**src/rtl/core/y86fd_pkg.sv**
```systemverilog
`timescale 1ns / 1ps

package y86fd_pkg;

    // Memory size in bytes; a pc at or beyond it is an address fault
    localparam int MEM_BYTES = 4096;
    localparam logic [16:0] MEM_LIMIT = 17'(MEM_BYTES);

    // Opcode nibble of the first instruction byte
    typedef enum logic [3:0] {
        I_HALT    = 4'h0,
        I_NOP     = 4'h1,
        I_RRMOVQ  = 4'h2,
        I_IRMOVQ  = 4'h3,
        I_RMMOVQ  = 4'h4,
        I_MRMOVQ  = 4'h5,
        I_OPQ     = 4'h6,
        I_JXX     = 4'h7,
        I_CALL    = 4'h8,
        I_RET     = 4'h9,
        I_PUSHQ   = 4'hA,
        I_POPQ    = 4'hB,
        I_IOTRAP  = 4'hC,
        I_INVALID = 4'hF
    } t_icode;

    // Status codes
    localparam logic [1:0] ST_OK  = 2'd0;
    localparam logic [1:0] ST_ADR = 2'd1;
    localparam logic [1:0] ST_INS = 2'd2;

    // Register specifier meaning "no register"
    localparam logic [3:0] NO_REG = 4'hF;

    // Function and register limits
    localparam logic [3:0] FN_NONE     = 4'd0;
    localparam logic [3:0] FN_MAX_COND = 4'd6;
    localparam logic [3:0] FN_MAX_OPQ  = 4'd3;
    localparam logic [3:0] FN_MAX_TRAP = 4'd5;
    localparam logic [3:0] REG_MAX_PP  = 4'd7;

    // Instruction lengths in bytes
    localparam logic [3:0] LEN_BYTE  = 4'd1;
    localparam logic [3:0] LEN_REG   = 4'd2;
    localparam logic [3:0] LEN_DEST  = 4'd9;
    localparam logic [3:0] LEN_IMM   = 4'd10;

    // Decoded instruction as held in the result register
    typedef struct packed {
        t_icode      icode;
        logic [3:0]  ifun;
        logic [3:0]  reg_a;
        logic [3:0]  reg_b;
        logic [63:0] constant_value;
        logic [12:0] next_pc;
        logic [1:0]  status;
    } t_result;

    // Length of an instruction from its opcode
    function automatic logic [3:0] ins_length(input t_icode ic);
        logic [3:0] len;
        unique case (ic) inside
            I_RRMOVQ, I_OPQ, I_PUSHQ, I_POPQ: len = LEN_REG;
            I_IRMOVQ, I_RMMOVQ, I_MRMOVQ:     len = LEN_IMM;
            I_JXX, I_CALL:                    len = LEN_DEST;
            default:                          len = LEN_BYTE;
        endcase
        return len;
    endfunction

endpackage

```
**src/rtl/core/y86_instruction_fetch_decode_core.sv**
```systemverilog
`timescale 1ns / 1ps

// Y86-64 fetch decode: each transaction carries a pc and the ten bytes at it and
// returns one decoded instruction (opcode, function, registers, constant, next pc)
// or a fault status. The block is two register stages deep: the input register
// and the result register with the decode logic between them. A transaction moves
// from the input register into the result register, and is presented on the output,
// when the result register is empty or being taken; one transaction can be accepted
// every cycle while the output is taken. A result waiting on the output does not
// stop an empty input register from filling; once both registers hold a
// transaction the input stalls until the output is taken. Memory size is MEM_BYTES
// in the package.
module y86_instruction_fetch_decode_core (
    input  logic        i_clk,
    input  logic        i_rst_n,
    input  logic        i_in_valid,
    output logic        o_in_ready,
    input  logic [15:0] i_pc,
    input  logic [63:0] i_head_bytes,
    input  logic [15:0] i_tail_bytes,
    output logic        o_out_valid,
    input  logic        i_out_ready,
    output logic [3:0]  o_icode,
    output logic [3:0]  o_ifun,
    output logic [3:0]  o_reg_a,
    output logic [3:0]  o_reg_b,
    output logic [63:0] o_constant_value,
    output logic [12:0] o_next_pc,
    output logic [1:0]  o_status
);

    logic                r_s1_valid;
    logic [15:0]         r_pc;
    logic [63:0]         r_head;
    logic [15:0]         r_tail;
    logic                r_out_valid;
    y86fd_pkg::t_result  r_res;
    y86fd_pkg::t_result  n_res;

    logic                s2_free;
    logic                s1_adv;

    y86fd_pkg::t_icode   ic;
    logic [3:0]          fn;
    logic [3:0]          ra;
    logic [3:0]          rb;
    logic [3:0]          len;
    logic [16:0]         pc_end;
    logic                ok;

    // Stage handshake: advance when the next stage is empty or draining
    assign s2_free    = !r_out_valid || i_out_ready;
    assign s1_adv     = r_s1_valid && s2_free;
    assign o_in_ready = !r_s1_valid || s2_free;

    // Split the fetched window into fields
    assign ic     = y86fd_pkg::t_icode'(r_head[7:4]);
    assign fn     = r_head[3:0];
    assign ra     = r_head[15:12];
    assign rb     = r_head[11:8];
    assign len    = y86fd_pkg::ins_length(ic);
    assign pc_end = {1'b0, r_pc} + {13'd0, len};

    // Check function and register limits per opcode
    always_comb begin
        unique case (ic) inside
            y86fd_pkg::I_HALT, y86fd_pkg::I_NOP, y86fd_pkg::I_RET,
            y86fd_pkg::I_RMMOVQ, y86fd_pkg::I_MRMOVQ, y86fd_pkg::I_CALL:
                ok = (fn == y86fd_pkg::FN_NONE);
            y86fd_pkg::I_RRMOVQ:
                ok = (fn <= y86fd_pkg::FN_MAX_COND) && (ra != y86fd_pkg::NO_REG)
                     && (rb != y86fd_pkg::NO_REG);
            y86fd_pkg::I_IRMOVQ:
                ok = (fn == y86fd_pkg::FN_NONE) && (ra == y86fd_pkg::NO_REG);
            y86fd_pkg::I_OPQ:
                ok = (fn <= y86fd_pkg::FN_MAX_OPQ);
            y86fd_pkg::I_JXX:
                ok = (fn <= y86fd_pkg::FN_MAX_COND);
            y86fd_pkg::I_PUSHQ, y86fd_pkg::I_POPQ:
                ok = (fn == y86fd_pkg::FN_NONE) && (ra <= y86fd_pkg::REG_MAX_PP)
                     && (rb == y86fd_pkg::NO_REG);
            y86fd_pkg::I_IOTRAP:
                ok = (fn <= y86fd_pkg::FN_MAX_TRAP);
            default:
                ok = 1'b0;
        endcase
    end

    // Build the result: faults first, then the fields the opcode uses
    always_comb begin
        n_res.icode          = y86fd_pkg::I_INVALID;
        n_res.ifun           = fn;
        n_res.reg_a          = y86fd_pkg::NO_REG;
        n_res.reg_b          = y86fd_pkg::NO_REG;
        n_res.constant_value = '0;
        n_res.next_pc        = '0;
        n_res.status         = y86fd_pkg::ST_OK;
        if ({1'b0, r_pc} >= y86fd_pkg::MEM_LIMIT) begin
            n_res.ifun   = y86fd_pkg::FN_NONE;
            n_res.status = y86fd_pkg::ST_ADR;
        end else if (len > y86fd_pkg::LEN_BYTE && pc_end > y86fd_pkg::MEM_LIMIT) begin
            n_res.status = y86fd_pkg::ST_ADR;
        end else if (!ok) begin
            n_res.status = y86fd_pkg::ST_INS;
        end else begin
            n_res.icode   = ic;
            n_res.next_pc = pc_end[12:0];
            unique case (ic) inside
                y86fd_pkg::I_RRMOVQ, y86fd_pkg::I_OPQ,
                y86fd_pkg::I_PUSHQ, y86fd_pkg::I_POPQ: begin
                    n_res.reg_a = ra;
                    n_res.reg_b = rb;
                end
                y86fd_pkg::I_IRMOVQ, y86fd_pkg::I_RMMOVQ, y86fd_pkg::I_MRMOVQ: begin
                    n_res.reg_a          = ra;
                    n_res.reg_b          = rb;
                    n_res.constant_value = {r_tail, r_head[63:16]};
                end
                y86fd_pkg::I_JXX, y86fd_pkg::I_CALL: begin
                    n_res.constant_value = {r_tail[7:0], r_head[63:8]};
                end
                default: begin
                    n_res.constant_value = '0;
                end
            endcase
        end
    end

    // Hold valid flags; advance payload registers on each transaction
    always_ff @(posedge i_clk) begin
        if (!i_rst_n) begin
            r_s1_valid  <= 1'b0;
            r_out_valid <= 1'b0;
        end else begin
            if (o_in_ready) begin
                r_s1_valid <= i_in_valid;
            end
            if (s2_free) begin
                r_out_valid <= r_s1_valid;
            end
        end
        if (i_in_valid && o_in_ready) begin
            r_pc   <= i_pc;
            r_head <= i_head_bytes;
            r_tail <= i_tail_bytes;
        end
        if (s1_adv) begin
            r_res <= n_res;
        end
    end

    assign o_out_valid      = r_out_valid;
    assign o_icode          = r_res.icode;
    assign o_ifun           = r_res.ifun;
    assign o_reg_a          = r_res.reg_a;
    assign o_reg_b          = r_res.reg_b;
    assign o_constant_value = r_res.constant_value;
    assign o_next_pc        = r_res.next_pc;
    assign o_status         = r_res.status;

    // A good instruction never carries the invalid opcode
    a_ok_code: assert property (@(posedge i_clk) disable iff (!i_rst_n)
        (r_out_valid && r_res.status == y86fd_pkg::ST_OK)
            |-> (r_res.icode != y86fd_pkg::I_INVALID))
        else $error("ok status with invalid opcode");

    // A fault clears every field but the function nibble
    a_fault_fields: assert property (@(posedge i_clk) disable iff (!i_rst_n)
        (r_out_valid && r_res.status != y86fd_pkg::ST_OK)
            |-> (r_res.icode == y86fd_pkg::I_INVALID && r_res.reg_a == y86fd_pkg::NO_REG
                 && r_res.reg_b == y86fd_pkg::NO_REG && r_res.constant_value == '0
                 && r_res.next_pc == '0))
        else $error("fault result carries decoded fields");

    // Jump and call carry no registers
    a_jump_regs: assert property (@(posedge i_clk) disable iff (!i_rst_n)
        (r_out_valid && r_res.status == y86fd_pkg::ST_OK
         && (r_res.icode == y86fd_pkg::I_JXX || r_res.icode == y86fd_pkg::I_CALL))
            |-> (r_res.reg_a == y86fd_pkg::NO_REG && r_res.reg_b == y86fd_pkg::NO_REG))
        else $error("jump or call with register specifiers");

    // A result appears only from a filled input register
    a_res_source: assert property (@(posedge i_clk) disable iff (!i_rst_n)
        $rose(r_out_valid) |-> $past(r_s1_valid))
        else $error("result without a pending transaction");

endmodule
```
**config.mk**
```make
export PLATFORM = sky130hd
export DESIGN_NAME = y86_instruction_fetch_decode_core
export DESIGN_NICKNAME = d
export VERILOG_FILES = /design/src/rtl/core/y86fd_pkg.sv /design/src/rtl/core/y86_instruction_fetch_decode_core.sv
export SDC_FILE = /design/constraint.sdc
export NUM_CORES = 1
export LEC_CHECK = 0
export ABC_AREA = 1
export CAP_MARGIN = 15
export CORE_UTILIZATION = 55
export CTS_BUF_LIST = sky130_fd_sc_hd__clkbuf_8
export CTS_CLUSTER_DIAMETER = 60
export DETAILED_ROUTE_END_ITERATION = 12
export DONT_BUFFER_PORTS = 1
export PLACE_DENSITY = 0.73
export RECOVER_POWER = 50
export SYNTH_ARGS = -nofsm -noshare
export SYNTH_HDL_FRONTEND = slang
export SYNTH_SLANG_ARGS = --single-unit
```
**constraint.sdc**
```tcl
create_clock -name i_clk -period 6.4 [get_ports i_clk]
set_input_delay 1.6 -clock i_clk [delete_from_list [all_inputs] [get_ports i_clk]]
set_output_delay 1.6 -clock i_clk [all_outputs]
set_load 0.01 [all_outputs]
```
==> flow_summary.toml <==
[floorplan]
die_h_um = 125
rows = 44
core_sq_mm = 0.0146
io_pins = 197
initial_core_util = 0.567
die_w_um = 125
die_area_sq_mm = 0.0155

[clock_network]
numClockSinks = 193
cts_tree = "done"
clk_path_buf_depth = 2
holdBufCountCts = 0
cts_resized = 0
clock_latency_ns = 0.47
cts_htree_levels = 4
numCtsBuffers = 17
clk_pin_slew_ns = 0.11
clock-root-buffer = "clkbuf_8"
cts_setup_buffers = 0

[run_status]
status = "finished with violations"
violations = "capacitance limit, slew limit"

[drt]
first_pass_iters = 5
drtIter0Drc = 433
dr_total_vias = 4897
wirelength_um = 16800
wire_per_inst_um = 18.9
vias_per_cell = 5.50
drtAntennaViolNets = 0
drcViolationCount = 0

[layout]
layout_commonest_cell = "edfxtp_1"
final_area_sq_mm = 0.00892
mostFrequentLayoutCells = "191 x edfxtp_1, 165 x inv_1, 73 x nor2_1"
final_nets = 795
syn_to_final_growth_pct = 7.88
nFillCells = 1114
drive_gt1_frac = 0.112

[sta]
fin_tns_setup_ns = 0
fmax_mhz = 210
slew_violations = 101
min_period_ns = 4.77
rsz0062_at_grt = "no"
hold_viol_final = 0
skew_ns = 0.0237
setup_violations = 0
period_share = 0.745
tightest_slew_ns = 2.47
relSlewSlack = -0.655

[placement]
placement.io_buffers = 0
post-dp-hpwl_um = 11500
gp_congestion = 0.845
postPlaceCellArea_sq_mm = 0.00843

[power]
combPwrFrac = 0.064
p_int_w = 0.00197
vdd_drop_max_uv = 212
power.density_mw_per_mm2 = 288
switching_share = 0.235
pwr-share-seq = 0.575
power_frac_clock = 0.361
p_sw_w = 0.000604
finalPower_w = 0.00257
p_leak_nw = 3.36

[synth]
syn_area_sq_mm = 0.00827
yosys_warnings = 0
synthArstFlopShare = 0
yosysUniqueCellTypes = 37
synth_edf_count = 191
ys_ff_latch = 193
yosysSeqAreaShare = 0.698
syn_avg_cell_area_sq_um = 12.0
syn_inst = 688
synthesis.nets = 792
synthFlopType = "edfxtp_1"

[global_route]
grt_max_degree = 96
grtUsageTotal = 0.219
overflow = 0
antenna_found_initial = 3
grt_pass1_wl_um = 25400
grt_pass1_vias = 4669

[worst_setup_path]
r2r-start = "r_head[6]$_DFFE_PP_"
crit_chain = "inv_1 -> nand3_1 -> nand2_1 -> clkinvlp_2 -> buf_4"
crit_path_top_delay_cell = "clkinvlp_2"
crit_type = "in2reg"
crit_path_start_kind = "input port"
crit_fanout = 58
cp-startpoint = "i_out_ready"
cp.buffers_inverters = 3
path_delay_family = "buffers and inverters"
max_stage_delay_ns = 1.87
cp.arrival_ns = 4.91
worstSetupEndpointType = "flop"
required_ns = 6.55

[hold_path]
hold_class = "reg2reg"
hp-start = "r_s1_valid$_SDFFE_PN0N_"

[flow_run]
drv_cap = 3
## tightest hold or removal path, cell delays in order (launching register included)
cell,delay [ns]
dfxtp_1,0.34
inv_1,0.07
a21oi_1,0.06
## area by class of cell
type                    count  area [sq um]  share of cell area
clock buffers              17           234              0.0262
inverters                 168           632              0.0708
repair buffers              7          68.8             0.00771
clock inverters            15           246              0.0276
flip-flops and latches    193          5780               0.647
diodes                      3          7.51            0.000841
well taps                 184           230              0.0258
multi-input cells         304          1730               0.194
## sequential cells by signal (all words and copies together), names as in the netlist
| signal | cells |
|---|---|
| o_constant_value | 64 |
| r_head | 64 |
| r_pc | 16 |
| r_tail | 16 |
| o_next_pc | 13 |
| o_icode | 4 |
| o_ifun | 4 |
| o_reg_a | 4 |
| o_reg_b | 4 |
| o_status | 2 |
| o_out_valid | 1 |
| r_s1_valid | 1 |
## logic make-up after synthesis
logic type | Yosys count | share of synthesized area
simple gates | 223 | 0.142
buf+inv | 191 | 0.0938
compound gates | 74 | 0.0560
flops | 193 | 0.698
fa+ha+maj | 4 | 0.00696
xor+xnor | 3 | 0.00318
## power by group through the flow
stage	registers, W	logic (W)	clock network (W)
after floorplan	0.00150	0.000123	0
after global placement	0.00151	0.000156	0
final	0.00148	0.000164	0.000928
after global routing	0.00148	0.000182	0.000981
after CTS	0.00148	0.000162	0.000937
after detailed placement	0.00151	0.000161	0
## cell usage after synthesis (4+ instances only)
library cell,count,area share
buf_2,6,0.0036
clkbuf_1,11,0.0050
edfxtp_1,191,0.69
inv_1,167,0.076
nand2_1,67,0.030
nand3_1,27,0.016
nand4_1,10,0.0076
nor2_1,73,0.033
nor2_4,28,0.038
nor3_1,4,0.0024
o21ai_0,8,0.0048
o22ai_1,56,0.042
## metal layers
layer  up-vias  GRT usage  share of wire
met4         0     0.0921          0.022
met1      2355      0.262           0.40
met3        34     0.0765          0.078
li1       2304          -              -
met2       204      0.358           0.50
met5         -          0              0
## final timing paths
check,end,slack [ns],depth (start not counted)
min,o_out_valid$_SDFFE_PN0P_,0.50,2
max reg2reg,o_constant_value[57]$_SDFFCE_PP0P_,1.67,23
max,r_head[63]$_DFFE_PP_,1.63,5
min reg2reg,o_out_valid$_SDFFE_PN0P_,0.50,2
## per-stage QoR
stage	worst slack (ns)	utilization	hold slack, ns	std cells
after floorplan	1.54	-	0.465	688
after global placement	1.90	0.578	0.512	855
after detailed placement	1.72	0.578	0.539	855
after CTS	1.70	0.611	0.556	887
after global routing	1.20	0.612	0.534	890
final	1.63	0.612	0.504	891
Power figures use the tool's default switching activity.
